## src/rtl/idiv_pkg.sv

```systemverilog
// Shared constants and types for the radix-2 restoring integer divider.
// No dependencies; used by every other file of the divider.
package idiv_pkg;

  localparam int WORD_BITS = 32;
  localparam int CNT_W     = $clog2(WORD_BITS);
  localparam logic [CNT_W-1:0] CNT_LAST = CNT_W'(WORD_BITS - 1);

  localparam logic MODE_UNSIGNED = 1'b0;
  localparam logic MODE_SIGNED   = 1'b1;

  typedef logic [WORD_BITS-1:0] word_t;

  typedef struct packed {
    word_t rem;
    word_t quo;
    word_t num;
  } work_t;

  function automatic word_t neg_word(input word_t v);
    neg_word = word_t'(~v + word_t'(1));
  endfunction

endpackage

```

## src/rtl/idiv_in_if.sv

```systemverilog
// Request channel of the divider: mode bit, dividend and divisor words.
// Depends on idiv_pkg.
interface idiv_in_if;
  logic                 valid;
  logic                 ready;
  logic                 action;
  idiv_pkg::word_t      dividend;
  idiv_pkg::word_t      divisor;

  modport source (output valid, output action, output dividend, output divisor,
                  input ready);
  modport sink   (input valid, input action, input dividend, input divisor,
                  output ready);
endinterface

```

## src/rtl/idiv_out_if.sv

```systemverilog
// Response channel of the divider: quotient and remainder words.
// Depends on idiv_pkg.
interface idiv_out_if;
  logic                 valid;
  logic                 ready;
  idiv_pkg::word_t      quotient;
  idiv_pkg::word_t      remainder;

  modport source (output valid, output quotient, output remainder, input ready);
  modport sink   (input valid, input quotient, input remainder, output ready);
endinterface

```

## src/rtl/int_divider_signed_unsigned.sv

```systemverilog
// Radix-2 restoring integer divider, signed or unsigned per request.
// Sequence from request accept to response valid: operands load at the accept,
// 32 steps run through the shared step unit, then 1 sign fix-up.
// Request ready is high only while idle; a finished response waits in the output register.
// Reset (rst, synchronous, active high) returns the sequencer to idle and drops valid.
// Depends on idiv_pkg, idiv_in_if, idiv_out_if and idiv_step.
module int_divider_signed_unsigned (
  input  logic       clk,
  input  logic       rst,
  idiv_in_if.sink    req,
  idiv_out_if.source rsp
);

  localparam logic [1:0] ST_IDLE = 2'd0;
  localparam logic [1:0] ST_RUN  = 2'd1;
  localparam logic [1:0] ST_FIX  = 2'd2;

  logic [1:0]                  state;
  logic [1:0]                  state_next;
  logic [idiv_pkg::CNT_W-1:0]  cnt;
  idiv_pkg::work_t             work;
  idiv_pkg::work_t             step_nxt;
  idiv_pkg::word_t             den;
  logic                        dz;
  logic                        qneg;
  logic                        rneg;
  logic                        out_valid;
  logic                        out_valid_next;
  idiv_pkg::word_t             quotient;
  idiv_pkg::word_t             remainder;
  idiv_pkg::word_t             na;
  idiv_pkg::word_t             da;
  logic                        nneg;
  logic                        dneg;
  logic                        accept;
  logic                        load_out;

  idiv_step u_step (
    .cur (work),
    .den (den),
    .nxt (step_nxt)
  );

  assign accept   = req.valid && req.ready;
  assign load_out = (state == ST_FIX) && (!out_valid || rsp.ready);
  assign nneg     = (req.action == idiv_pkg::MODE_SIGNED) && req.dividend[idiv_pkg::WORD_BITS-1];
  assign dneg     = (req.action == idiv_pkg::MODE_SIGNED) && req.divisor[idiv_pkg::WORD_BITS-1];
  assign na       = nneg ? idiv_pkg::neg_word(req.dividend) : req.dividend;
  assign da       = dneg ? idiv_pkg::neg_word(req.divisor) : req.divisor;

  assign req.ready     = (state == ST_IDLE);
  assign rsp.valid     = out_valid;
  assign rsp.quotient  = quotient;
  assign rsp.remainder = remainder;

  always_comb begin
    state_next = state;
    unique case (state)
      ST_IDLE: begin
        if (accept) state_next = ST_RUN;
      end
      ST_RUN: begin
        if (cnt == idiv_pkg::CNT_LAST) state_next = ST_FIX;
      end
      ST_FIX: begin
        if (load_out) state_next = ST_IDLE;
      end
      default: state_next = ST_IDLE;
    endcase
  end

  always_comb begin
    out_valid_next = out_valid;
    if (load_out) begin
      out_valid_next = 1'b1;
    end else if (rsp.ready) begin
      out_valid_next = 1'b0;
    end
  end

  always_ff @(posedge clk) begin
    if (rst) begin
      state     <= ST_IDLE;
      out_valid <= 1'b0;
    end else begin
      state     <= state_next;
      out_valid <= out_valid_next;
    end
  end

  always_ff @(posedge clk) begin
    if (accept) begin
      work.rem <= '0;
      work.quo <= '0;
      work.num <= na;
      den      <= da;
      dz       <= (da == '0);
      qneg     <= nneg ^ dneg;
      rneg     <= nneg;
      cnt      <= '0;
    end else if (state == ST_RUN) begin
      work <= step_nxt;
      cnt  <= cnt + 1'b1;
    end
  end

  always_ff @(posedge clk) begin
    if (load_out) begin
      quotient  <= dz ? '0 : (qneg ? idiv_pkg::neg_word(work.quo) : work.quo);
      remainder <= rneg ? idiv_pkg::neg_word(work.rem) : work.rem;
    end
  end

endmodule

```

## src/rtl/idiv_step.sv

```systemverilog
// Shared shift-compare-subtract unit: one restoring division step per use.
// Depends on idiv_pkg.
module idiv_step (
  input  idiv_pkg::work_t cur,
  input  idiv_pkg::word_t den,
  output idiv_pkg::work_t nxt
);

  logic [idiv_pkg::WORD_BITS:0]   shifted;
  logic [idiv_pkg::WORD_BITS:0]   diff;
  logic                           take;

  always_comb begin
    shifted = {cur.rem, cur.num[idiv_pkg::WORD_BITS-1]};
    diff    = shifted - {1'b0, den};
    take    = !diff[idiv_pkg::WORD_BITS];
    nxt.rem = take ? diff[idiv_pkg::WORD_BITS-1:0] : shifted[idiv_pkg::WORD_BITS-1:0];
    nxt.quo = {cur.quo[idiv_pkg::WORD_BITS-2:0], take};
    nxt.num = {cur.num[idiv_pkg::WORD_BITS-2:0], 1'b0};
  end

endmodule

```

## src/flat_wrapper.sv

```systemverilog
// flat-port wrapper written by rule: the top's interface ports become plain ports
module int_divider_signed_unsigned_flat 
  (clk, rst, req_valid, req_action, req_dividend, req_divisor, req_ready, rsp_valid, rsp_quotient, rsp_remainder, rsp_ready);
  idiv_in_if req_i ();
  idiv_out_if rsp_i ();
  input  logic clk;
  input  logic rst;
  input wire logic [$bits(req_i.valid)-1:0] req_valid;
  input wire logic [$bits(req_i.action)-1:0] req_action;
  input wire logic [$bits(req_i.dividend)-1:0] req_dividend;
  input wire logic [$bits(req_i.divisor)-1:0] req_divisor;
  output wire logic [$bits(req_i.ready)-1:0] req_ready;
  output wire logic [$bits(rsp_i.valid)-1:0] rsp_valid;
  output wire logic [$bits(rsp_i.quotient)-1:0] rsp_quotient;
  output wire logic [$bits(rsp_i.remainder)-1:0] rsp_remainder;
  input wire logic [$bits(rsp_i.ready)-1:0] rsp_ready;
  assign req_i.valid = req_valid;
  assign req_i.action = req_action;
  assign req_i.dividend = req_dividend;
  assign req_i.divisor = req_divisor;
  assign req_ready = req_i.ready;
  assign rsp_valid = rsp_i.valid;
  assign rsp_quotient = rsp_i.quotient;
  assign rsp_remainder = rsp_i.remainder;
  assign rsp_i.ready = rsp_ready;
  int_divider_signed_unsigned u_core (.clk(clk), .rst(rst), .req(req_i), .rsp(rsp_i));
endmodule
```

## config.mk

```make
export PLATFORM = sky130hd
export DESIGN_NAME = int_divider_signed_unsigned_flat
export DESIGN_NICKNAME = d
export VERILOG_FILES = /design/src/rtl/idiv_pkg.sv /design/src/rtl/idiv_in_if.sv /design/src/rtl/idiv_out_if.sv /design/src/rtl/int_divider_signed_unsigned.sv /design/src/rtl/idiv_step.sv /design/src/flat_wrapper.sv
export SDC_FILE = /design/constraint.sdc
export NUM_CORES = 1
export LEC_CHECK = 0
export BUFFER_PORTS_ARGS = -buffer_cell sky130_fd_sc_hd__buf_4
export CELL_PAD_IN_SITES_DETAIL_PLACEMENT = 0
export CELL_PAD_IN_SITES_GLOBAL_PLACEMENT = 2
export CORE_ASPECT_RATIO = 0.7
export CORE_MARGIN = 2
export CORE_UTILIZATION = 37
export CTS_CLUSTER_DIAMETER = 120
export DETAILED_ROUTE_END_ITERATION = 8
export GPL_TIMING_DRIVEN = 0
export MAX_ROUTING_LAYER = met4
export PLACE_DENSITY = 0.84
export SLEW_MARGIN = 20
export SYNTH_ARGS = -nofsm -noshare
export SYNTH_HDL_FRONTEND = slang
export SYNTH_SLANG_ARGS = --single-unit
```

## constraint.sdc

```tcl
create_clock -name clk -period 4.9 [get_ports clk]
set_input_delay 0.735 -clock clk [delete_from_list [all_inputs] [get_ports clk]]
set_output_delay 0.735 -clock clk [all_outputs]
set_load 0.03 [all_outputs]
```

Word level (Yosys, flattened, before mapping)

Index checks and enable logic that the tools add are counted.

Memory bits (read-only): 0
Output and inout port bits: 66
Input port bits: 69
Memories kept: 0
Bits in registers: 203
Memory bits (writable): 0
Bits in latches: 0
Logic and storage cells: 54

$lt $le $gt $ge: 0
Add/subtract/negate cells: 6
Eq/ne operators: 6
Shift operators: 0
Multipliers: 0
Reduce and logical (&&, ||, !) cells: 12
Muxes and demuxes: 13
Bitwise gates (word level): 5
Div/mod/pow operators: 0

Operators by type and width:

| kind                  | count |
|---|---|
| $mux 32               | 7 |
| $add 32x1->32 const B | 4 |
| $not 32->32           | 4 |
| $sub 33x32->33        | 1 |
| $logic_not 32->1      | 1 |
| $mux 2                | 3 |
| $pmux 2 s3            | 1 |
| $add 5x1->5 const B   | 1 |
| $eq 5x5->1 const B    | 1 |
| $logic_and 1x1->1     | 4 |
| $ne 2x1->1 const B    | 2 |
| $reduce_bool 2->1     | 2 |
| $reduce_and 3->1      | 1 |
| $eq 2x1->1 const B    | 1 |
| $eq 2x2->1 const B    | 1 |
| $logic_not 1->1       | 2 |
| $logic_not 2->1       | 1 |
| $mux 1                | 2 |
| $ne 2x2->1 const B    | 1 |
| $logic_or 1x1->1      | 1 |
| $xor 1x1->1           | 1 |

Longest topological paths before layout

Gate-level depths: netlist of run 1.

Word-level depth: 5
Gate-level depth with buffers: 15
Gate-level depth less buffers: 13

Cells and area by module

From an unflattened synthesis of run 1, not the netlist that was laid out.

Cell total of the unflattened synthesis: 1,365
Area total of the unflattened synthesis: 12,478.2 um^2

By module, submodules not included:

| module                      | area an instance (um^2) | seq. area each (um^2) | cells each | instances |
|---|---|---|---|---|
| int_divider_signed_unsigned | 9,738.1                 | 5,375.2               | 989        | 1 |
| idiv_step                   | 2,740.1                 | 0.0                   | 376        | 1 |

Worst setup path after synthesis of run 1

No wires, ideal clock.

Kind: input to register
Start: input port rsp_ready
End: register u_core.quotient[0], in the netlist u_core.rsp.quotient[0] (enable)
Buffers on the path: 0
Required time: 4.406 ns
Library setup time: 0.494 ns
Setup slack: 0.685 ns
Data arrival time: 3.721 ns
Cell stages on the path: 2
Path through: nand2b_1 nor2b_1

Longest elaborated chain between the ends: 2

RTL lines:

| element                   | line                               | RTL |
|---|---|---|
| from (decl)               | flat_wrapper.sv:16                 | `input wire logic [$bits(rsp_i.ready)-1:0] rsp_ready;` |
| $logic_or 1x1->1          | int_divider_signed_unsigned.sv:45  | `assign load_out = (state == ST_FIX) && (!out_valid \|\| rsp.ready);` |
| $logic_and 1x1->1         | int_divider_signed_unsigned.sv:45  |  |
| named net u_core.load_out | int_divider_signed_unsigned.sv:36  | `logic load_out;` |
| to (signal assigned)      | int_divider_signed_unsigned.sv:109 | `quotient <= dz ? '0 : (qneg ? idiv_pkg::neg_word(work.quo) : work.quo);` |
| to (decl)                 | int_divider_signed_unsigned.sv:29  | `idiv_pkg::word_t quotient;` |

The timed path passes the listed nets, and every way through them passes these cells.
A chain may end at the register's enable or synchronous reset.

Worst setup path after layout of run 1

Start: register u_core.work[64] (netlist name)
End: register u_core.work[95] (netlist name)

Longest elaborated chain between the ends: 2

RTL lines:

| element                | line                               | RTL |
|---|---|---|
| from (decl)            | int_divider_signed_unsigned.sv:21  | `idiv_pkg::work_t work;` |
| from (signal assigned) | int_divider_signed_unsigned.sv:102 | `work <= step_nxt;` |
| $sub 33x32->33         | idiv_step.sv:15                    | `diff = shifted - {1'b0, den};` |
| $mux 32                | idiv_step.sv:17                    | `nxt.rem = take ? diff[idiv_pkg::WORD_BITS-1:0] : shifted[idiv_pkg::WORD_BITS-1:0];` |

Every way passes these cells.

==> results of run 1 <==
==> power breakdown <==
part           total, mW  leakage [nW]  switching [mW]  internal (mW)
Sequential          2.50          1.83           0.332           2.16
Clock               1.70         0.354           0.689           1.01
Combinational       3.04          3.36            1.73           1.31
Total               7.24          5.54            2.75           4.49
==> per-stage QoR <==
step	setup WS (ps)	hold slack [ps]	TNS (ps)	instances
floorplan	685	440	0	1244
global placement	-312	450	-19350	1796
detailed placement	742	480	0	1799
CTS	727	359	0	1839
global route	501	375	0	1839
finish	720	379	0	1839
==> sequential cells by signal, indices dropped and copies added (netlist names) <==
register	flops
u_core.cnt	5
u_core.den	32
u_core.dz	1
u_core.qneg	1
u_core.rneg	1
u_core.rsp.quotient	32
u_core.rsp.remainder	32
u_core.rsp.valid	1
u_core.state	2
u_core.work	96
==> final cells by class <==
type                       count  area [µm²]  area share [%]
buffer                        59         251            1.80
clock inverter                13         150            1.07
inverter                      55         206            1.47
sequential                   203        5380            38.4
tap                          420         526            3.75
clock buffer                  27         589            4.21
timing repair buffer         135        1060            7.56
multi-input combinational    927        5850            41.8
==> final timing paths <==
path,endpoint
worst min register to register,u_core.cnt[4]
worst min-delay path,u_core.rsp.valid
worst max register to register,u_core.work[95]
worst max-delay path,u_core.work[95]
==> kinds of logic (layout without fill, tap and decap cells) <==
kind of cell	after synthesis	after routing	synth area share, %
xor+xnor	150	150	11.3
flops	203	203	46.0
mux	25	25	2.15
compound gates	302	302	16.1
simple gates	410	410	16.2
buf+inv	114	289	3.91
fa+ha+maj	40	40	4.35
==> cells in the final DEF (no fill, tap or decap), types with 24 or more instances in the layout <==
master,netlist,final
dfxtp_1,72,72
ha_1,39,39
xnor2_1,84,84
buf_4,3,135
o31ai_1,32,32
o21ai_0,129,129
a21oi_1,52,52
edfxtp_1,131,131
nor2_1,100,100
mux2i_1,24,24
xor2_1,66,66
inv_1,55,54
nand2_1,184,184
clkbuf_1,47,49
==> layer usage <==
layer	vias up	GRT usage [%]	routed length (µm)
met4	0	3.26	413
met2	241	23.6	11300
li1	4759	-	-
met1	4296	30.8	16900
met5	-	-	0
met3	30	3.01	1940
==> critical path, stage by stage (launching register included) <==
cell and delay [ps]:
dfxtp_1 580, inv_1 170, fa_1 470, nand2b_1 180, a21oi_1 210, nor4b_1 150
o31a_1 400, o31ai_2 540, a21oi_1 140, o311ai_1 330, buf_4 280, buf_4 240
nand2_1 180, o221ai_1 230
==> flow_metrics.tcl, run 1 <==
set metrics [dict create \
    synth_seq_cells 203 \
    cts_setup_buffers 0 \
    finClkSkew_ps 14.4 \
    synth_top_cell_area_share_pct 33.7 \
    diodes 0 \
    tightestPinTransition_ps 790 \
    required_ps 5340 \
    pwr_density_cell_nw_per_um2 517 \
    fp.dieH_um 153 \
    ys_top_cells_by_area "edfxtp_1 34%, dfxtp_1 12%, xnor2_1 6.3%" \
    grt_max_degree 35 \
    synth_largest_area_cell "edfxtp_1" \
    io_pins 135 \
    slew_headroom_pct 46.6 \
    final.period_utilization_pct 85.3 \
    synth_area_um2 11700 \
    crit_fanout 10 \
    regToRegSetupSlack_ps 720 \
    ctsResizeCount 0 \
    start_kind "flip-flop" \
    dp_hpwl_um 23600 \
    setup_viol 0 \
    grt_use_total_pct 18.8 \
    drt_iter0_markers 671 \
    wire_per_inst_um 16.6 \
    gr-total-overflow 0 \
    post-route-min-period_ps 4180 \
    async_flop_share_pct 0 \
    vdd_drop_max_uv 220 \
    area_growth_pct 20.0 \
    drive_gt1_share_pct 14.0 \
    start_util_pct 37.6 \
    synth_fp_nets 1353 \
    drt_pass1_iterations 5 \
    hold_class "primary input to flip-flop" \
    synth-edff-count 131 \
    ys_warn_count 0 \
    crit_path_end_kind "flip-flop" \
    cts.sinks 203 \
    r2r.worst_path.cells 13 \
    syn_inst 1244 \
    finalHoldViolCount 0 \
    core_area_um2 31100 \
    worstReg2RegStart "u_core.work[64]" \
    drc 0 \
    via_per_inst 5.07 \
    rsz0062_at_grt "false" \
    globalplace.congestion 0.849 \
    total_power_mw 7.24 \
    cts_max_path_buffers 3 \
    ant_nets 0 \
    nFillCells 3055 \
    vias 9326 \
    synthTopCellsByCount "184 x nand2_1, 131 x edfxtp_1, 129 x o21ai_0" \
    holdPathStages 2 \
    outcome "complete, no violations" \
    insertion_delay_ps 530 \
    numCtsBuffers 22 \
    fin_nets 1512 \
    worstSetupStartpoint "u_core.work[64]" \
    postLayoutCellArea_um2 14000 \
    synthMostInstantiatedCell "nand2_1" \
    io_buffer_count 132 \
    die_x_um 216 \
    h-tree-depth 1 \
    power.leakage_nw 5.54 \
    ys_seq_area_share_pct 46.0 \
    slew_viol_final 0 \
    fmax_ghz 0.239 \
    hp-start "rst" \
    avgSynthCellArea_um2 9.38 \
    drt-total-wl_um 30500 \
    drv_cap 0 \
    grt_pass1_wl_um 48200 \
    critPathArrivalTime_ps 4620 \
    first_global_vias 8637 \
    antenna_found_initial 0 \
    clk_pin_slew_ps 60 \
    rows 54 \
    die_area_um2 33000 \
    root_buffer "clkbuf_16" \
    worstSetupPathType "flip-flop to flip-flop" \
    final_util_pct 45.1 \
    holdBufCountCts 0 \
    placed_area_um2 13300 \
    synth-main-ff-cell "edfxtp_1" \
    tritoncts "yes" \
    synth_cell_type_count 69 \
]
Note: power is estimated with default switching activity, not from simulation.
==> inputs of run 2 (changes only) <==
ABC_AREA = 1   (was not set)
CORE_UTILIZATION = 34   (was 37)
HOLD_SLACK_MARGIN = 0.1   (was not set)
PLACE_DENSITY = 0.85   (was 0.84)
==> run 2 against run 1 <==
Compared with the run above:
- combinational power increased by 15%
- via count increased by 28%
- cell count is 37% higher
- count of clock-buffer cells in the layout is 1 higher
- critical path depth shrank 6
- power increased by 4.3%
- final area is 11% higher
- hold slack improved by 19 ps
- routed wire length up 26%
- fmax increased by 47%
- sequential share of layout area shrank 3.8 points
- synthesized cell count is 48% higher
- highest routed layer unchanged
==> flow_metrics.tcl, run 2 <==
set metrics [dict create \
    fin_nets 2114 \
    gr-total-overflow 0 \
    synth_area_um2 13100 \
    ys_seq_area_share_pct 41.0 \
    crit_path_end_kind "flip-flop" \
    critPathSlowestCell "nor2_1" \
    synth_top_cell_area_share_pct 30.0 \
    io_buffer_count 134 \
    slew_viol_final 0 \
    fmax_ghz 0.351 \
    ys_warn_count 0 \
    ys_top_cells_by_area "edfxtp_1 30%, nand2_1 16%, dfxtp_1 11%" \
    synth_largest_area_cell "edfxtp_1" \
    setup_viol 0 \
    die_x_um 239 \
    insertion_delay_ps 540 \
    core_area_um2 38200 \
    finalHoldViolCount 0 \
    largest_register_ffs 96 \
    vias 12000 \
    cpMostUsedCell "inv_1" \
    final.period_utilization_pct 58.2 \
    tightestPinTransition_ps 1030 \
    layout_commonest_cell "nand2_1" \
    ctsResizeCount 0 \
    root_buffer "clkbuf_16" \
    grt_pass1_wl_um 60900 \
    drive_gt1_share_pct 11.7 \
    start_util_pct 34.3 \
    wire_per_inst_um 15.3 \
    pwr_density_cell_nw_per_um2 486 \
    first_global_vias 11100 \
    nFillCells 4051 \
    cts_setup_buffers 0 \
    fp.dieH_um 168 \
    syn_inst 1842 \
    drt_pass1_iterations 5 \
    h-tree-depth 1 \
    cts.sinks 203 \
    vdd_drop_max_uv 276 \
    outcome "complete, no violations" \
    via_per_inst 4.75 \
    hold_class "primary input to flip-flop" \
    crit_fanout 23 \
    worstSetupPathType "flip-flop to flip-flop" \
    rows 60 \
    grt_max_degree 31 \
    clk_pin_slew_ps 60 \
    async_flop_share_pct 0 \
    post-route-min-period_ps 2850 \
    dp_slack_ps 1620 \
    io_pins 135 \
    required_ps 5170 \
    dp_hpwl_um 31200 \
    synthTopCellsByCount "555 x nand2_1, 269 x inv_1, 204 x nor2_1" \
    fin_ws_ps 2050 \
    drc 0 \
    rsz0062_at_grt "false" \
    diodes 0 \
    slew_headroom_pct 31.3 \
    antenna_found_initial 0 \
    synth_fp_nets 1951 \
    cp_top_family "buffers and inverters" \
    synth-edff-count 131 \
    power.leakage_nw 7.36 \
    avgSynthCellArea_um2 7.12 \
    die_area_um2 40200 \
    worstPathCellList "inv_1, nand2_1, inv_1, nor2_1, inv_1, clkbuf_2, buf_16" \
    largest-register "u_core.work" \
    final_cell_mix "555 x nand2_1, 269 x inv_1, 203 x nor2_1, 137 x buf_4, 132 x nand3_1" \
    ant_nets 0 \
    drt_iter0_markers 854 \
    max_stage_delay_ps 800 \
    drv_cap 0 \
    tritoncts "yes" \
    crit_buf_inv 5 \
    cts_max_path_buffers 3 \
    globalplace.congestion 0.879 \
    grt_use_total_pct 19.7 \
    synth-main-ff-cell "edfxtp_1" \
    holdBufCountCts 0 \
    area_growth_pct 18.5 \
    synthMostInstantiatedCell "nand2_1" \
    finClkSkew_ps 36.4 \
    synth_seq_cells 203 \
    drt-total-wl_um 38500 \
    tns_ps 0 \
    critPathArrivalTime_ps 3120 \
    start_kind "flip-flop" \
    numCtsBuffers 23 \
    synth_cell_type_count 43 \
]
## run 2: final timing paths
kind / from / to / slack (ps) / cells past startpoint
worst min register to register: u_core.cnt[4] / u_core.cnt[4] / 480 / 1
worst min-delay path: rst / u_core.rsp.valid / 400 / 2
worst max register to register: u_core.state[1] / u_core.work[17] / 2050 / 7
worst max-delay path: u_core.state[1] / u_core.work[17] / 2050 / 7
## run 2: through the flow
stage / cells / power [mW] / utilization (%) / area, µm² / hold WS [ps]
final: 2518 / 7.55 / 40.6 / 15500 / 398
after CTS: 2518 / 7.58 / 40.6 / 15500 / 382
after floorplan: 1842 / 4.90 / - / 13100 / 446
after detailed placement: 2476 / 5.92 / 38.8 / 14800 / 468
after global routing: 2518 / 8.19 / 40.6 / 15500 / 392
after global placement: 2472 / 5.90 / 38.6 / 14700 / 464
## run 2: final cells by class
| class | count | area, µm² | area share [%] |
|---|---|---|---|
| buffer | 43 | 210 | 1.35 |
| sequential | 203 | 5380 | 34.6 |
| inverter | 275 | 1030 | 6.65 |
| tap | 496 | 621 | 4.00 |
| clock buffer | 28 | 594 | 3.83 |
| timing repair buffer | 138 | 1090 | 7.04 |
| clock inverter | 14 | 103 | 0.661 |
| multi-input combinational | 1321 | 6500 | 41.9 |
## run 2: layer usage
layer / share of wire (%) / track usage, % / up-vias
met5: 0 / - / -
met4: 2.0 / 4.05 / 0
met3: 5.0 / 2.21 / 42
met2: 37 / 25.9 / 277
met1: 56 / 31.4 / 5343
li1: - / - / 6289
## run 2: kinds of logic (layout without fill, tap and decap cells)
group                      after synthesis  count (layout)  synth area share [%]
xor gates and xnor gates                67              67                  4.48
buffers and inverters                  318             498                  9.46
adders and majority gates               40              40                  3.87
and+or+nand+nor                       1003            1003                  32.1
DFF                                    203             203                  41.0
AOI/OAI and AO/OA                      211             211                  9.06
## run 2: where the power goes
group	total, mW	switching [mW]	internal, mW	leakage (nW)
Clock	1.64	0.719	0.919	0.338
Sequential	2.43	0.288	2.14	1.83
Combinational	3.49	2.29	1.20	5.19
Total	7.55	3.30	4.25	7.36
==> inputs of run 3 (changes only) <==
ABC_AREA = 0   (was 1)
CORE_UTILIZATION = 37   (was 34)
PLACE_DENSITY = 0.84   (was 0.85)
clock period = 2.86 ns   (was 4.9 ns; I/O delays follow)
==> run 3 against run 2 <==
Compared with the run above:
- the flow now finishes with violations (negative setup slack)
- final area is 6.1% lower
- combinational power is 74% higher
- fmax is 14% lower
- routed wire length is 19% lower
- clock skew is 15 ps lower
- sequential power is 78% higher
- core utilization is 6.3 points higher
- register-to-register slack worse by 2500 ps
- critical path depth is 9 higher
- count of clock-buffer cells in the layout is 1 lower
- sequential share of layout area is 2.3 points higher
- critical path type unchanged
- largest power group unchanged
==> flow_metrics.tcl, run 3 (synthesized netlist as in run 1, its figures left out) <==
set metrics [dict create \
    grt_use_total_pct 19.2 \
    final.period_utilization_pct 115 \
    hp-start "req_divisor[0]" \
    reg2reg_to "u_core.work[80]" \
    rsz0062_at_grt "true" \
    violations "negative setup slack" \
    start_util_pct 37.6 \
    io_buffer_count 132 \
    dp_cells 1799 \
    h-tree-depth 1 \
    antenna_found_initial 0 \
    vias 9411 \
    drv_cap 0 \
    drt_iter0_markers 641 \
    hold_end "u_core.den[0]" \
    hold_class "primary input to flip-flop" \
    slew_headroom_pct 49.3 \
    pwr_density_cell_nw_per_um2 925 \
    finClkSkew_ps 20.9 \
    cts_max_path_buffers 3 \
    io_pins 135 \
    power.leakage_nw 5.77 \
    crit_fanout 6 \
    drive_gt1_share_pct 18.2 \
    finalHoldViolCount 0 \
    regToRegSetupSlack_ps -440 \
    tritoncts "yes" \
    drt_pass1_iterations 5 \
    drt-total-wl_um 31200 \
    final_util_pct 46.9 \
    tightestPinTransition_ps 760 \
    fmax_ghz 0.303 \
    diodes 0 \
    critPathArrivalTime_ps 3680 \
    gr-total-overflow 0 \
    largest-register "u_core.work" \
    tns_ps -13080 \
    core_area_um2 31100 \
    die_area_um2 33000 \
    fin_nets 1529 \
    required_ps 3240 \
    holdPathStages 1 \
    rows 54 \
    slew_viol_final 0 \
    dp_hpwl_um 23800 \
    setup_viol 33 \
    ff_latch_area_um2 5390 \
    root_buffer "clkbuf_16" \
    dp_slack_ps -838 \
    worstSetupPathType "flip-flop to flip-flop" \
    final_cell_mix "182 x nand2_1, 144 x buf_4, 131 x edfxtp_1, 123 x o21ai_0, 99 x nor2_1" \
    first_global_vias 8770 \
    via_per_inst 5.07 \
    fp.dieH_um 153 \
    crit_path_end_kind "flip-flop" \
    drc 0 \
    cts.sinks 203 \
    post-route-min-period_ps 3300 \
    grt_pass1_wl_um 49400 \
    wire_per_inst_um 16.8 \
    outcome "complete, but fails checks" \
    r2r.worst_path.cells 16 \
    start_kind "flip-flop" \
    insertion_delay_ps 520 \
    finalNonFillerCells 1856 \
    nFillCells 3035 \
    area_growth_pct 24.9 \
    worstReg2RegStart "u_core.work[31]" \
    die_x_um 216 \
    whs_ps 149 \
    vdd_drop_max_uv 455 \
    multi_input_area_um2 6130 \
    fin_ws_ps -442 \
    largest_register_ffs 96 \
    numCtsBuffers 22 \
    layout_commonest_cell "nand2_1" \
    globalplace.congestion 0.835 \
    clk_pin_slew_ps 60 \
    ant_nets 0 \
    grt_max_degree 35 \
]
## run 3: cell count changes in the layout (fill, tap and decap cells not counted), moves of 23 or more
cell     change
o21ai_0     +45
nor2_1     -104
nand2_1    -373
nor3_1      -23
inv_1      -218
xnor2_1     +68
nand3_1    -110
mux2i_1     +24
o22ai_1     -30
## run 3: how the worst max path moves through the flow
stage	endpoint	slack, ps	cells after the start	start
5_1_grt	u_core.work[88]	-600	14	u_core.work[31]
3_5_place_dp	u_core.work[95]	-840	14	u_core.work[31]
4_1_cts	u_core.work[82]	-550	16	u_core.work[31]
3_3_place_gp	u_core.work[95]	-860	14	u_core.work[31]
2_1_floorplan	u_core.work[91]	-220	14	u_core.work[31]
6_report	u_core.work[80]	-440	16	u_core.work[31]
## run 3: power breakdown
| part | total (mW) | leakage (nW) | switching (mW) | internal (mW) |
|---|---|---|---|---|
| Sequential | 4.33 | 1.83 | 0.614 | 3.72 |
| Clock | 3.08 | 0.372 | 1.18 | 1.90 |
| Combinational | 6.07 | 3.57 | 3.24 | 2.83 |
| Total | 13.5 | 5.77 | 5.04 | 8.45 |
## run 3: worst max-delay path, cell delays in order (launching register included)
cell and delay [ps]:
edfxtp_1 450, inv_1 80, ha_2 210, fa_2 360, nand2b_4 160, a21oi_4 190, nor4b_4 80, o31a_1 300
o31ai_4 270, buf_6 160, a211o_1 160, o311ai_4 110, buf_6 170, buf_12 130, buf_12 130, mux2i_1 130
o21ai_0 80
## run 3: repair_timing
item,in CTS,in global routing
hold buffers,1,0
setup endpoints to repair,44,45
hold endpoints to repair,3,0
buffers inserted,7,7
gates cloned,1,1
pin swaps,7,19
gates resized for setup,31,32
## run 3: layout make-up
| type | instances | share of cell area, % |
|---|---|---|
| Multi-Input combinational cell | 927 | 42.1 |
| Sequential cell | 203 | 37.0 |
| Buffer | 59 | 2.03 |
| Timing Repair Buffer | 152 | 8.52 |
| Inverter | 55 | 1.43 |
| Tap cell | 420 | 3.61 |
| Clock buffer | 27 | 3.97 |
| Clock inverter | 13 | 1.42 |
## run 3: layer usage
| layer | wire length, µm | vias up | global-route usage (%) | share of wire [%] |
|---|---|---|---|---|
| met3 | 1520 | 32 | 2.71 | 4.9 |
| met1 | 17600 | 4349 | 31.6 | 57 |
| li1 | - | 4797 | - | - |
| met5 | 0 | - | - | 0 |
| met2 | 11600 | 233 | 24.4 | 37 |
| met4 | 437 | 0 | 3.33 | 1.4 |
## run 3: through the flow
step	power [mW]	instance area (µm²)
finish	13.5	14600
global route	14.4	14600
CTS	13.1	14400
detailed placement	9.55	13400
floorplan	8.17	11800
global placement	9.50	13300
